## config.mk

```make
export PLATFORM = sky130hd
export DESIGN_NAME = event_counter_record_flusher
export DESIGN_NICKNAME = d
export VERILOG_FILES = /design/src/sv/ecrf_pkg.sv /design/src/sv/ecrf_counters.sv /design/src/sv/ecrf_serializer.sv /design/src/sv/event_counter_record_flusher.sv
export VERILOG_INCLUDE_DIRS = /design/src /design/src/sv
export SDC_FILE = /design/constraint.sdc
export NUM_CORES = 2
export LEC_CHECK = 0
export ABC_AREA = 1
export BUFFER_PORTS_ARGS = -buffer_cell sky130_fd_sc_hd__buf_2
export CAP_MARGIN = 20
export CORE_ASPECT_RATIO = 1.25
export CORE_UTILIZATION = 48
export DETAILED_ROUTE_END_ITERATION = 10
export PLACE_DENSITY = 0.63
export SLEW_MARGIN = 20
export SYNTH_ARGS = -nofsm -noshare
export SYNTH_HDL_FRONTEND = slang
export SYNTH_HIERARCHICAL = 1
export SYNTH_SLANG_ARGS = --single-unit
```

## constraint.sdc

```tcl
create_clock -name aclk -period 25.4 [get_ports aclk]
set_input_delay 3.81 -clock aclk [delete_from_list [all_inputs] [get_ports aclk]]
set_output_delay 3.81 -clock aclk [all_outputs]
set_load 0.1 [all_outputs]
```

## src/sv/assert_macros.svh

```systemverilog
`ifndef ASSERT_MACROS_SVH
`define ASSERT_MACROS_SVH

// same-cycle implication, disabled in reset
`define ASSERT_IMPLIES(label, clk, rst_n, ante, cons, msg) \
    label: assert property (@(posedge clk) disable iff (!rst_n) (ante) |-> (cons)) \
        else $error(msg);

// next-cycle implication, disabled in reset
`define ASSERT_NEXT(label, clk, rst_n, ante, cons, msg) \
    label: assert property (@(posedge clk) disable iff (!rst_n) (ante) |=> (cons)) \
        else $error(msg);

`endif

```

## src/sv/ecrf_pkg.sv

```systemverilog
`timescale 1ns / 1ps

package ecrf_pkg;

    localparam logic [2:0] FUNC_CHANGE = 3'd0;
    localparam logic [2:0] FUNC_CHECK  = 3'd1;
    localparam logic [2:0] FUNC_SAVE   = 3'd2;
    localparam logic [2:0] FUNC_CLEAR  = 3'd3;
    localparam logic [2:0] FUNC_DONE   = 3'd4;
    localparam logic [2:0] FUNC_READ   = 3'd5;

    localparam logic [2:0] REG_FLUSH_PERIOD = 3'd0;
    localparam logic [2:0] REG_DIRTY_THRESH = 3'd1;
    localparam logic [2:0] REG_BASE_ADDR    = 3'd2;
    localparam logic [2:0] REG_SLOT_STRIDE  = 3'd3;
    localparam logic [2:0] REG_VERSION      = 3'd4;

    localparam logic KIND_RECORD = 1'b0;
    localparam logic KIND_COUNT  = 1'b1;

    localparam logic [15:0] CRC_INIT = 16'hFFFF;
    localparam logic [15:0] CRC_POLY = 16'h1021;
    localparam logic [7:0]  FILL_BYTE = 8'hFF;

    localparam logic [31:0] PERIOD_RST    = 32'd10000;
    localparam logic [31:0] THRESHOLD_RST = 32'd4;
    localparam logic [15:0] BASE_RST      = 16'h0200;
    localparam logic [10:0] STRIDE_RST    = 11'd64;
    localparam logic [31:0] VERSION_RST   = 32'd1;
    localparam logic [31:0] PENDING_MAX   = 32'hFFFF_FFFF;

    typedef struct packed {
        logic [2:0]  func;
        logic [7:0]  relay_index;
        logic        prev_level;
        logic        curr_level;
        logic [31:0] now_ms;
        logic        write_ok;
    } s_payload_t;

    typedef struct packed {
        logic        kind;
        logic [15:0] record_address;
        logic [5:0]  byte_offset;
        logic [7:0]  data_byte;
        logic [63:0] count_value;
        logic        last;
    } m_payload_t;

    typedef struct packed {
        logic inc;
        logic clear;
        logic commit;
    } cnt_ctrl_t;

    typedef struct packed {
        logic start_rec;
        logic reply;
    } ser_cmd_t;

    typedef enum logic {
        SER_IDLE,
        SER_STREAM
    } ser_state_t;

endpackage

```

## src/sv/ecrf_counters.sv

```systemverilog
`timescale 1ns / 1ps

module ecrf_counters import ecrf_pkg::*; #(
    parameter int NUM_RELAYS = 4,
    parameter int NUM_SLOTS  = 2,
    parameter int IDX_W      = 2,
    parameter int SLOT_W     = 1
) (
    input  logic                     aclk,
    input  logic                     aresetn,
    input  cnt_ctrl_t                ctrl,
    input  logic [IDX_W-1:0]         sel,
    input  logic                     sel_valid,
    input  logic [31:0]              now_ms,
    input  logic [31:0]              flush_period_ms,
    input  logic [31:0]              dirty_threshold,
    output logic [NUM_RELAYS*64-1:0] counts,
    output logic [63:0]              rd_count,
    output logic [31:0]              pending,
    output logic [31:0]              seq,
    output logic [SLOT_W-1:0]        slot,
    output logic                     flush_due
);

    localparam logic [SLOT_W-1:0] SLOT_RST  = SLOT_W'(1 % NUM_SLOTS);
    localparam logic [SLOT_W-1:0] SLOT_LAST = SLOT_W'(NUM_SLOTS - 1);

    logic [63:0]       cnt_reg [NUM_RELAYS];
    logic [63:0]       cnt_sel;
    logic [63:0]       cnt_inc;
    logic [31:0]       pending_reg, pending_next;
    logic [31:0]       seq_reg, seq_next;
    logic [31:0]       last_time_reg, last_time_next;
    logic [SLOT_W-1:0] slot_reg, slot_next;
    logic [31:0]       elapsed;

    assign cnt_sel  = sel_valid ? cnt_reg[sel] : 64'd0;
    assign cnt_inc  = cnt_sel + 64'd1;
    assign rd_count = cnt_sel;

    always_ff @(posedge aclk) begin
        if (!aresetn) begin
            for (int r = 0; r < NUM_RELAYS; r++) begin
                cnt_reg[r] <= '0;
            end
        end else begin
            for (int r = 0; r < NUM_RELAYS; r++) begin
                if (ctrl.clear) begin
                    cnt_reg[r] <= '0;
                end else if (ctrl.inc && sel_valid && sel == IDX_W'(r)) begin
                    cnt_reg[r] <= cnt_inc;
                end
            end
        end
    end

    always_comb begin
        pending_next   = pending_reg;
        seq_next       = seq_reg;
        last_time_next = last_time_reg;
        slot_next      = slot_reg;
        priority if (ctrl.clear) begin
            pending_next = 32'd1;
        end else if (ctrl.commit) begin
            pending_next   = '0;
            seq_next       = seq_reg + 32'd1;
            last_time_next = now_ms;
            slot_next      = (slot_reg == SLOT_LAST) ? '0 : slot_reg + SLOT_W'(1);
        end else if (ctrl.inc && pending_reg != PENDING_MAX) begin
            pending_next = pending_reg + 32'd1;
        end
    end

    always_ff @(posedge aclk) begin
        if (!aresetn) begin
            pending_reg   <= 32'd1;
            seq_reg       <= '0;
            last_time_reg <= '0;
            slot_reg      <= SLOT_RST;
        end else begin
            pending_reg   <= pending_next;
            seq_reg       <= seq_next;
            last_time_reg <= last_time_next;
            slot_reg      <= slot_next;
        end
    end

    always_comb begin
        for (int r = 0; r < NUM_RELAYS; r++) begin
            counts[r*64 +: 64] = cnt_reg[r];
        end
    end

    assign elapsed   = now_ms - last_time_reg;
    assign flush_due = (pending_reg != '0)
                       && (elapsed >= flush_period_ms || pending_reg >= dirty_threshold);
    assign pending   = pending_reg;
    assign seq       = seq_reg;
    assign slot      = slot_reg;

endmodule

```

## src/sv/ecrf_serializer.sv

```systemverilog
`timescale 1ns / 1ps

module ecrf_serializer import ecrf_pkg::*; #(
    parameter int NUM_RELAYS = 4,
    parameter int SLOT_W     = 1
) (
    input  logic                     aclk,
    input  logic                     aresetn,
    input  ser_cmd_t                 cmd,
    input  logic [31:0]              seq_next,
    input  logic [31:0]              version,
    input  logic [NUM_RELAYS*64-1:0] counts,
    input  logic [15:0]              base_address,
    input  logic [10:0]              slot_stride,
    input  logic [SLOT_W-1:0]        slot,
    input  logic [63:0]              reply_value,
    output logic                     idle_ready,
    output logic                     m_valid,
    input  logic                     m_ready,
    output m_payload_t               m_payload
);

    localparam int BODY_BYTES = 8 + 8 * NUM_RELAYS;
    localparam int REC_LEN    = BODY_BYTES + 4;
    localparam int CNT_W      = ($clog2(REC_LEN) > 6) ? $clog2(REC_LEN) : 6;
    localparam int SH_W       = BODY_BYTES * 8;

    function automatic logic [15:0] crc_byte(input logic [15:0] c, input logic [7:0] d);
        logic [15:0] r;
        r = c ^ {d, 8'h00};
        for (int b = 0; b < 8; b++) begin
            r = r[15] ? ({r[14:0], 1'b0} ^ CRC_POLY) : {r[14:0], 1'b0};
        end
        return r;
    endfunction

    ser_state_t        state_reg, state_next;
    logic              m_valid_reg, m_valid_next;
    m_payload_t        m_payload_reg, m_payload_next;
    logic [SH_W-1:0]   sh_reg, sh_next;
    logic [15:0]       crc_reg, crc_next;
    logic [CNT_W-1:0]  cnt_reg, cnt_next;
    logic [15:0]       addr_reg, addr_next;
    logic              out_free;
    logic              is_last;
    logic [7:0]        cur_byte;
    logic [SLOT_W+10:0] slot_ofs;

    assign out_free = !m_valid_reg || m_ready;
    assign is_last  = (cnt_reg == CNT_W'(REC_LEN - 1));
    assign slot_ofs = slot * slot_stride;

    always_comb begin
        priority if (cnt_reg < CNT_W'(BODY_BYTES)) begin
            cur_byte = sh_reg[7:0];
        end else if (cnt_reg == CNT_W'(BODY_BYTES)) begin
            cur_byte = crc_reg[7:0];
        end else if (cnt_reg == CNT_W'(BODY_BYTES + 1)) begin
            cur_byte = crc_reg[15:8];
        end else begin
            cur_byte = FILL_BYTE;
        end
    end

    always_comb begin
        state_next     = state_reg;
        m_valid_next   = m_valid_reg && !m_ready;
        m_payload_next = m_payload_reg;
        sh_next        = sh_reg;
        crc_next       = crc_reg;
        cnt_next       = cnt_reg;
        addr_next      = addr_reg;
        idle_ready     = 1'b0;
        unique case (state_reg)
            SER_IDLE: begin
                idle_ready = out_free;
                if (out_free && cmd.reply) begin
                    m_valid_next               = 1'b1;
                    m_payload_next             = '0;
                    m_payload_next.kind        = KIND_COUNT;
                    m_payload_next.count_value = reply_value;
                    m_payload_next.last        = 1'b1;
                end
                if (out_free && cmd.start_rec) begin
                    sh_next    = {counts, version, seq_next};
                    crc_next   = CRC_INIT;
                    cnt_next   = '0;
                    addr_next  = base_address + 16'(slot_ofs);
                    state_next = SER_STREAM;
                end
            end
            SER_STREAM: begin
                if (out_free) begin
                    m_valid_next                  = 1'b1;
                    m_payload_next.kind           = KIND_RECORD;
                    m_payload_next.record_address = addr_reg;
                    m_payload_next.byte_offset    = cnt_reg[5:0];
                    m_payload_next.data_byte      = cur_byte;
                    m_payload_next.count_value    = '0;
                    m_payload_next.last           = is_last;
                    if (cnt_reg < CNT_W'(BODY_BYTES)) begin
                        sh_next  = sh_reg >> 8;
                        crc_next = crc_byte(crc_reg, sh_reg[7:0]);
                    end
                    cnt_next = cnt_reg + CNT_W'(1);
                    if (is_last) begin
                        state_next = SER_IDLE;
                    end
                end
            end
            default: begin
                state_next = SER_IDLE;
            end
        endcase
    end

    always_ff @(posedge aclk) begin
        if (!aresetn) begin
            state_reg   <= SER_IDLE;
            m_valid_reg <= 1'b0;
        end else begin
            state_reg   <= state_next;
            m_valid_reg <= m_valid_next;
        end
    end

    always_ff @(posedge aclk) begin
        m_payload_reg <= m_payload_next;
        sh_reg        <= sh_next;
        crc_reg       <= crc_next;
        cnt_reg       <= cnt_next;
        addr_reg      <= addr_next;
    end

    assign m_valid   = m_valid_reg;
    assign m_payload = m_payload_reg;

endmodule

```

## src/sv/event_counter_record_flusher.sv

```systemverilog
`timescale 1ns / 1ps

// channel  ports                                    transfer
// input    s_valid, s_ready, s_payload              s_valid & s_ready
// result   m_valid, m_ready, m_payload              m_valid & m_ready
// config   cfg_we, cfg_index, cfg_wdata             cfg_we
//
// Count read: the reply sits in the output register.
// Record: the shift register is loaded, then 12 + 8*NUM_RELAYS bytes go out,
// one byte per cycle unless m_ready stalls it, through the byte shifter and serial CRC;
// s_ready is low meanwhile. m_ready low stalls the byte stream; reset is synchronous,
// active low, no clearing pass.

module event_counter_record_flusher import ecrf_pkg::*; #(
    parameter int NUM_RELAYS = 4,
    parameter int NUM_SLOTS  = 2
) (
    input  logic       aclk,
    input  logic       aresetn,
    input  logic       s_valid,
    output logic       s_ready,
    input  s_payload_t s_payload,
    output logic       m_valid,
    input  logic       m_ready,
    output m_payload_t m_payload,
    input  logic       cfg_we,
    input  logic [2:0] cfg_index,
    input  logic [31:0] cfg_wdata
);

    `include "assert_macros.svh"

    localparam int IDX_W   = (NUM_RELAYS > 1) ? $clog2(NUM_RELAYS) : 1;
    localparam int SLOT_W  = (NUM_SLOTS > 1) ? $clog2(NUM_SLOTS) : 1;
    localparam int REC_LEN = 12 + 8 * NUM_RELAYS;

    logic [31:0] period_reg;
    logic [31:0] threshold_reg;
    logic [15:0] base_reg;
    logic [10:0] stride_reg;
    logic [31:0] version_reg;

    logic                     accept;
    logic                     sel_valid;
    cnt_ctrl_t                ctrl;
    ser_cmd_t                 cmd;
    logic [NUM_RELAYS*64-1:0] counts;
    logic [NUM_RELAYS*64-1:0] rec_counts;
    logic [63:0]              rd_count;
    logic [31:0]              pending;
    logic [31:0]              seq;
    logic [SLOT_W-1:0]        slot;
    logic                     flush_due;

    logic                     rec_end_out;
    logic                     rec_end_ok;
    logic                     reply_out;
    logic                     reply_ok;
    logic                     save_in;
    logic                     commit_in;

    always_ff @(posedge aclk) begin
        if (!aresetn) begin
            period_reg    <= PERIOD_RST;
            threshold_reg <= THRESHOLD_RST;
            base_reg      <= BASE_RST;
            stride_reg    <= STRIDE_RST;
            version_reg   <= VERSION_RST;
        end else if (cfg_we) begin
            unique case (cfg_index)
                REG_FLUSH_PERIOD: period_reg    <= cfg_wdata;
                REG_DIRTY_THRESH: threshold_reg <= cfg_wdata;
                REG_BASE_ADDR:    base_reg      <= cfg_wdata[15:0];
                REG_SLOT_STRIDE:  stride_reg    <= cfg_wdata[10:0];
                REG_VERSION:      version_reg   <= cfg_wdata;
                default: ;
            endcase
        end
    end

    assign accept    = s_valid && s_ready;
    assign sel_valid = (s_payload.relay_index < 8'(NUM_RELAYS));

    always_comb begin
        ctrl = '0;
        cmd  = '0;
        if (accept) begin
            unique case (s_payload.func)
                FUNC_CHANGE: ctrl.inc = sel_valid
                                        && (s_payload.prev_level != s_payload.curr_level);
                FUNC_CHECK:  cmd.start_rec = flush_due;
                FUNC_SAVE:   cmd.start_rec = 1'b1;
                FUNC_CLEAR: begin
                    ctrl.clear    = 1'b1;
                    cmd.start_rec = 1'b1;
                end
                FUNC_DONE:   ctrl.commit = s_payload.write_ok;
                FUNC_READ:   cmd.reply = 1'b1;
                default: ;
            endcase
        end
    end

    assign rec_counts = ctrl.clear ? '0 : counts;

    ecrf_counters #(
        .NUM_RELAYS (NUM_RELAYS),
        .NUM_SLOTS  (NUM_SLOTS),
        .IDX_W      (IDX_W),
        .SLOT_W     (SLOT_W)
    ) u_counters (
        .aclk            (aclk),
        .aresetn         (aresetn),
        .ctrl            (ctrl),
        .sel             (s_payload.relay_index[IDX_W-1:0]),
        .sel_valid       (sel_valid),
        .now_ms          (s_payload.now_ms),
        .flush_period_ms (period_reg),
        .dirty_threshold (threshold_reg),
        .counts          (counts),
        .rd_count        (rd_count),
        .pending         (pending),
        .seq             (seq),
        .slot            (slot),
        .flush_due       (flush_due)
    );

    ecrf_serializer #(
        .NUM_RELAYS (NUM_RELAYS),
        .SLOT_W     (SLOT_W)
    ) u_serializer (
        .aclk         (aclk),
        .aresetn      (aresetn),
        .cmd          (cmd),
        .seq_next     (seq + 32'd1),
        .version      (version_reg),
        .counts       (rec_counts),
        .base_address (base_reg),
        .slot_stride  (stride_reg),
        .slot         (slot),
        .reply_value  (rd_count),
        .idle_ready   (s_ready),
        .m_valid      (m_valid),
        .m_ready      (m_ready),
        .m_payload    (m_payload)
    );

    assign rec_end_out = m_valid && m_payload.kind == KIND_RECORD && m_payload.last;
    assign rec_end_ok  = m_payload.byte_offset == 6'(REC_LEN - 1);
    assign reply_out   = m_valid && m_payload.kind == KIND_COUNT;
    assign reply_ok    = m_payload.last && m_payload.data_byte == 8'd0
                         && m_payload.record_address == 16'd0;
    assign save_in     = accept && s_payload.func == FUNC_SAVE;
    assign commit_in   = accept && s_payload.func == FUNC_DONE && s_payload.write_ok;

    `ASSERT_IMPLIES(a_record_end, aclk, aresetn, rec_end_out, rec_end_ok, "record end offset")

    `ASSERT_IMPLIES(a_reply_shape, aclk, aresetn, reply_out, reply_ok, "count reply malformed")

    `ASSERT_NEXT(a_save_blocks, aclk, aresetn, save_in, !s_ready, "input open during record")

    `ASSERT_NEXT(a_commit_clears, aclk, aresetn, commit_in, pending == 32'd0, "pending not cleared")

endmodule

```

==> results.py <==
metrics = {
    "run": {
        "maxCapViolCount": 0,
    },
    "synthesis": {
        "synthCells": 6353,
        "synth_top_area_share": 0.429,
        "yosysWarningCount": 6,
        "ys_top_cells_by_area": "edfxtp_1 (43%), nand2_1 (17%), dfxtp_1 (9.0%)",
        "synth_edf_count": 710,
        "synth.lib_cells_used.distinct": 51,
        "synth_compound_area_frac": 0.0447,
        "ys_seq_area_frac": 0.519,
        "synth_commonest_cells": "nand2_1 (2,235), nor2_1 (1,140), inv_1 (731)",
        "yosys.area_share.adder": 0.0295,
        "synth-simple-area-share": 0.302,
        "syn-cell-area_um2": 49700,
        "yosysTopAreaCell": "edfxtp_1",
        "muxShareOfSynthArea": 0,
        "synth_top_family_by_area": "simple AND/OR/NAND/NOR gates",
        "yosysMostFrequentCell": "nand2_1",
        "ys.flop_type": "edfxtp_1",
        "syn_avg_cell_area_um2": 7.82,
        "synth_fp_nets": 6555,
        "synth_seq_cells": 932,
        "synth_xor_area_frac": 0.0194,
        "synthArstFlopShare": 0,
    },
    "clocking": {
        "cts_buffers": 96,
        "cts_buffer_depth": 3,
        "holdBufCountCts": 0,
        "cts_tree": "built",
        "cts-root-buf": "clkbuf_16",
        "clock-sinks": 932,
        "clkLatencyLatePin_ns": 0.72,
        "clk_pin_slew_worst_paths_ns": 0.06,
        "h-tree-depth": 3,
        "cts_resized": 0,
        "postCtsSetupRepairBufs": 0,
    },
    "floorplan": {
        "ios": 184,
        "die-area_um2": 105000,
        "start_util": 0.485,
        "core_um2": 102000,
        "row_count": 131,
        "die_w_um": 290,
        "die_h_um": 362,
    },
    "layout": {
        "fillCellCount": 9995,
        "nets": 6628,
        "areaGrowthSynthToFinish_pct": 9.77,
        "drive_gt1_frac": 0.0779,
        "final_cell_count_no_fill": 7839,
        "ff_latch_area_um2": 25800,
        "multi_input_area_um2": 19700,
        "final_core_util": 0.533,
        "largest_register_ff_count": 320,
    },
    "worst_setup_path": {
        "slowest_stage": "buf_4",
        "path_common_cell": "nand2_1",
        "crit_arrival_ns": 9.87,
        "critical_path_class": "in -> reg",
        "start_kind": "input pin",
        "required_ns": 25.72,
        "crit_fanout": 79,
        "cp_slowest_stage_delay_ns": 0.93,
        "worst_setup_path_end_kind": "flip-flop",
    },
    "drt": {
        "drtPass1Iterations": 6,
        "drcViolationCount": 0,
        "via_per_inst": 5.23,
        "vias": 41000,
        "wl_per_cell_um": 20.0,
        "ant_nets": 0,
        "drt_iter0_drc": 3619,
        "wl_um": 157000,
    },
    "global_route": {
        "grt-ovfl-total": 0,
        "track_usage": 0.299,
        "grt_pass1_vias": 39200,
        "grt_pass1_wl_um": 234000,
        "grt_max_degree": 193,
        "antenna_found_initial": 5,
    },
    "placement": {
        "io_buffers": 183,
        "placed_cells": 7658,
        "place.gp.congestion": 1.01,
        "place_ws_ns": 15.12,
        "dp_hpwl_um": 110000,
    },
    "sta": {
        "rsz0062_at_grt": "no",
        "holdWs_ns": 0.463,
        "fmax_mhz": 105,
        "fin_skew_ns": 0.0334,
        "final.min_clock_period_ns": 9.55,
        "setup_viol": 0,
        "setup_ws_ns": 15.85,
        "tightest_slew_ns": 1.52,
        "hold_viol": 0,
        "period_share": 0.376,
        "fin_tns_setup_ns": 0,
        "drv_slew": 35,
        "relSlewSlack": -0.0140,
    },
    "pwr": {
        "p_seq_frac": 0.485,
        "swShare": 0.271,
        "switchingPower_w": 0.00100,
        "p_leak_nw": 23.3,
        "ir_worst_vdd_mv": 0.0546,
        "combinationalPowerShare": 0.120,
        "cellInternalPower_w": 0.00269,
        "power_frac_clock": 0.396,
        "p_per_area_nw_per_um2": 67.8,
    },
    "outcome": {
        "violations": "slew limit",
        "status": "complete, but fails checks",
    },
    "hold_path": {
        "min_path_type": "reg -> reg",
    },
}
## path summary, 6_finish.rpt
path | startpoint | endpoint | slack [ns] | cells after the start
worst max-delay path | s_payload[1] | u_serializer/sh_reg[138] | 15.85 | 29
worst min-delay path | u_counters/last_time_reg[27] | u_counters/last_time_reg[27] | 0.46 | 2
worst max register to register | u_counters/last_time_reg[0] | u_serializer/sh_reg[138] | 18.76 | 27
worst min register to register | u_counters/last_time_reg[27] | u_counters/last_time_reg[27] | 0.46 | 2
## logic make-up (layout without fill, tap and decap cells)
| family | Yosys count | after routing |
|---|---|---|
| adders and majority gates | 116 | 116 |
| AOI/OAI and AO/OA | 425 | 425 |
| xor gates and xnor gates | 103 | 103 |
| and+or+nand+nor | 3769 | 3769 |
| other | 0 | 3 |
| DFF | 932 | 932 |
| buffers and inverters | 1008 | 1161 |
## cells in the final DEF (no fill, tap or decap), types with 11 or more instances in the layout
cell,instances
nand2_1,2230
nor2_1,1137
inv_1,730
edfxtp_1,710
dfxtp_1,221
nand3_1,184
buf_2,181
a21oi_1,177
o21ai_0,173
ha_1,114
clkbuf_16,99
xor2_1,68
nor3_1,44
buf_4,42
o21ai_1,41
nor2_2,40
nand4_1,38
xnor2_1,27
nand2_2,25
clkinv_1,22
inv_2,21
clkbuf_1,19
clkinv_2,16
nor2_4,15
nand3b_1,13
bufinv_16,11
## worst max-delay path, delay by kind of cell
family          cells  cell delay, ns
fa+ha+maj           3            0.68
compound gates      4            1.00
simple gates       17            2.31
buf+inv             5            1.95
## power by group through the flow
stage	logic, W	clock network (W)	registers, W
floorplan	0.000242	0	0.00191
global placement	0.000437	0	0.00182
detailed placement	0.000440	0	0.00182
CTS	0.000441	0.00149	0.00179
global route	0.000482	0.00154	0.00180
finish	0.000442	0.00146	0.00179
## final cells by class
| cell class | instances | share of cell area |
|---|---|---|
| sequential | 932 | 0.473 |
| multi-input combinational | 4413 | 0.362 |
| inverter | 758 | 0.0524 |
| clock buffer | 123 | 0.0480 |
| tap | 1330 | 0.0305 |
| timing repair buffer | 225 | 0.0231 |
| clock inverter | 55 | 0.0109 |
| antenna | 3 | 0.000138 |
## through the flow
step / power (W) / area (µm²)
finish: 0.00370 / 54500
global route: 0.00382 / 54500
CTS: 0.00372 / 54500
floorplan: 0.00216 / 49700
detailed placement: 0.00226 / 51300
global placement: 0.00226 / 51300
## per-layer routing
| layer | GRT usage | wire, µm | share of wire | vias to the layer above |
|---|---|---|---|---|
| met5 | 0 | 23 | 0.00015 | - |
| met2 | 0.502 | 75600 | 0.48 | 1337 |
| met3 | 0.0630 | 11900 | 0.076 | 284 |
| li1 | - | - | - | 20000 |
| met4 | 0.144 | 7830 | 0.050 | 4 |
| met1 | 0.362 | 61400 | 0.39 | 19300 |
No activity file was read; power rests on OpenSTA's default activity.
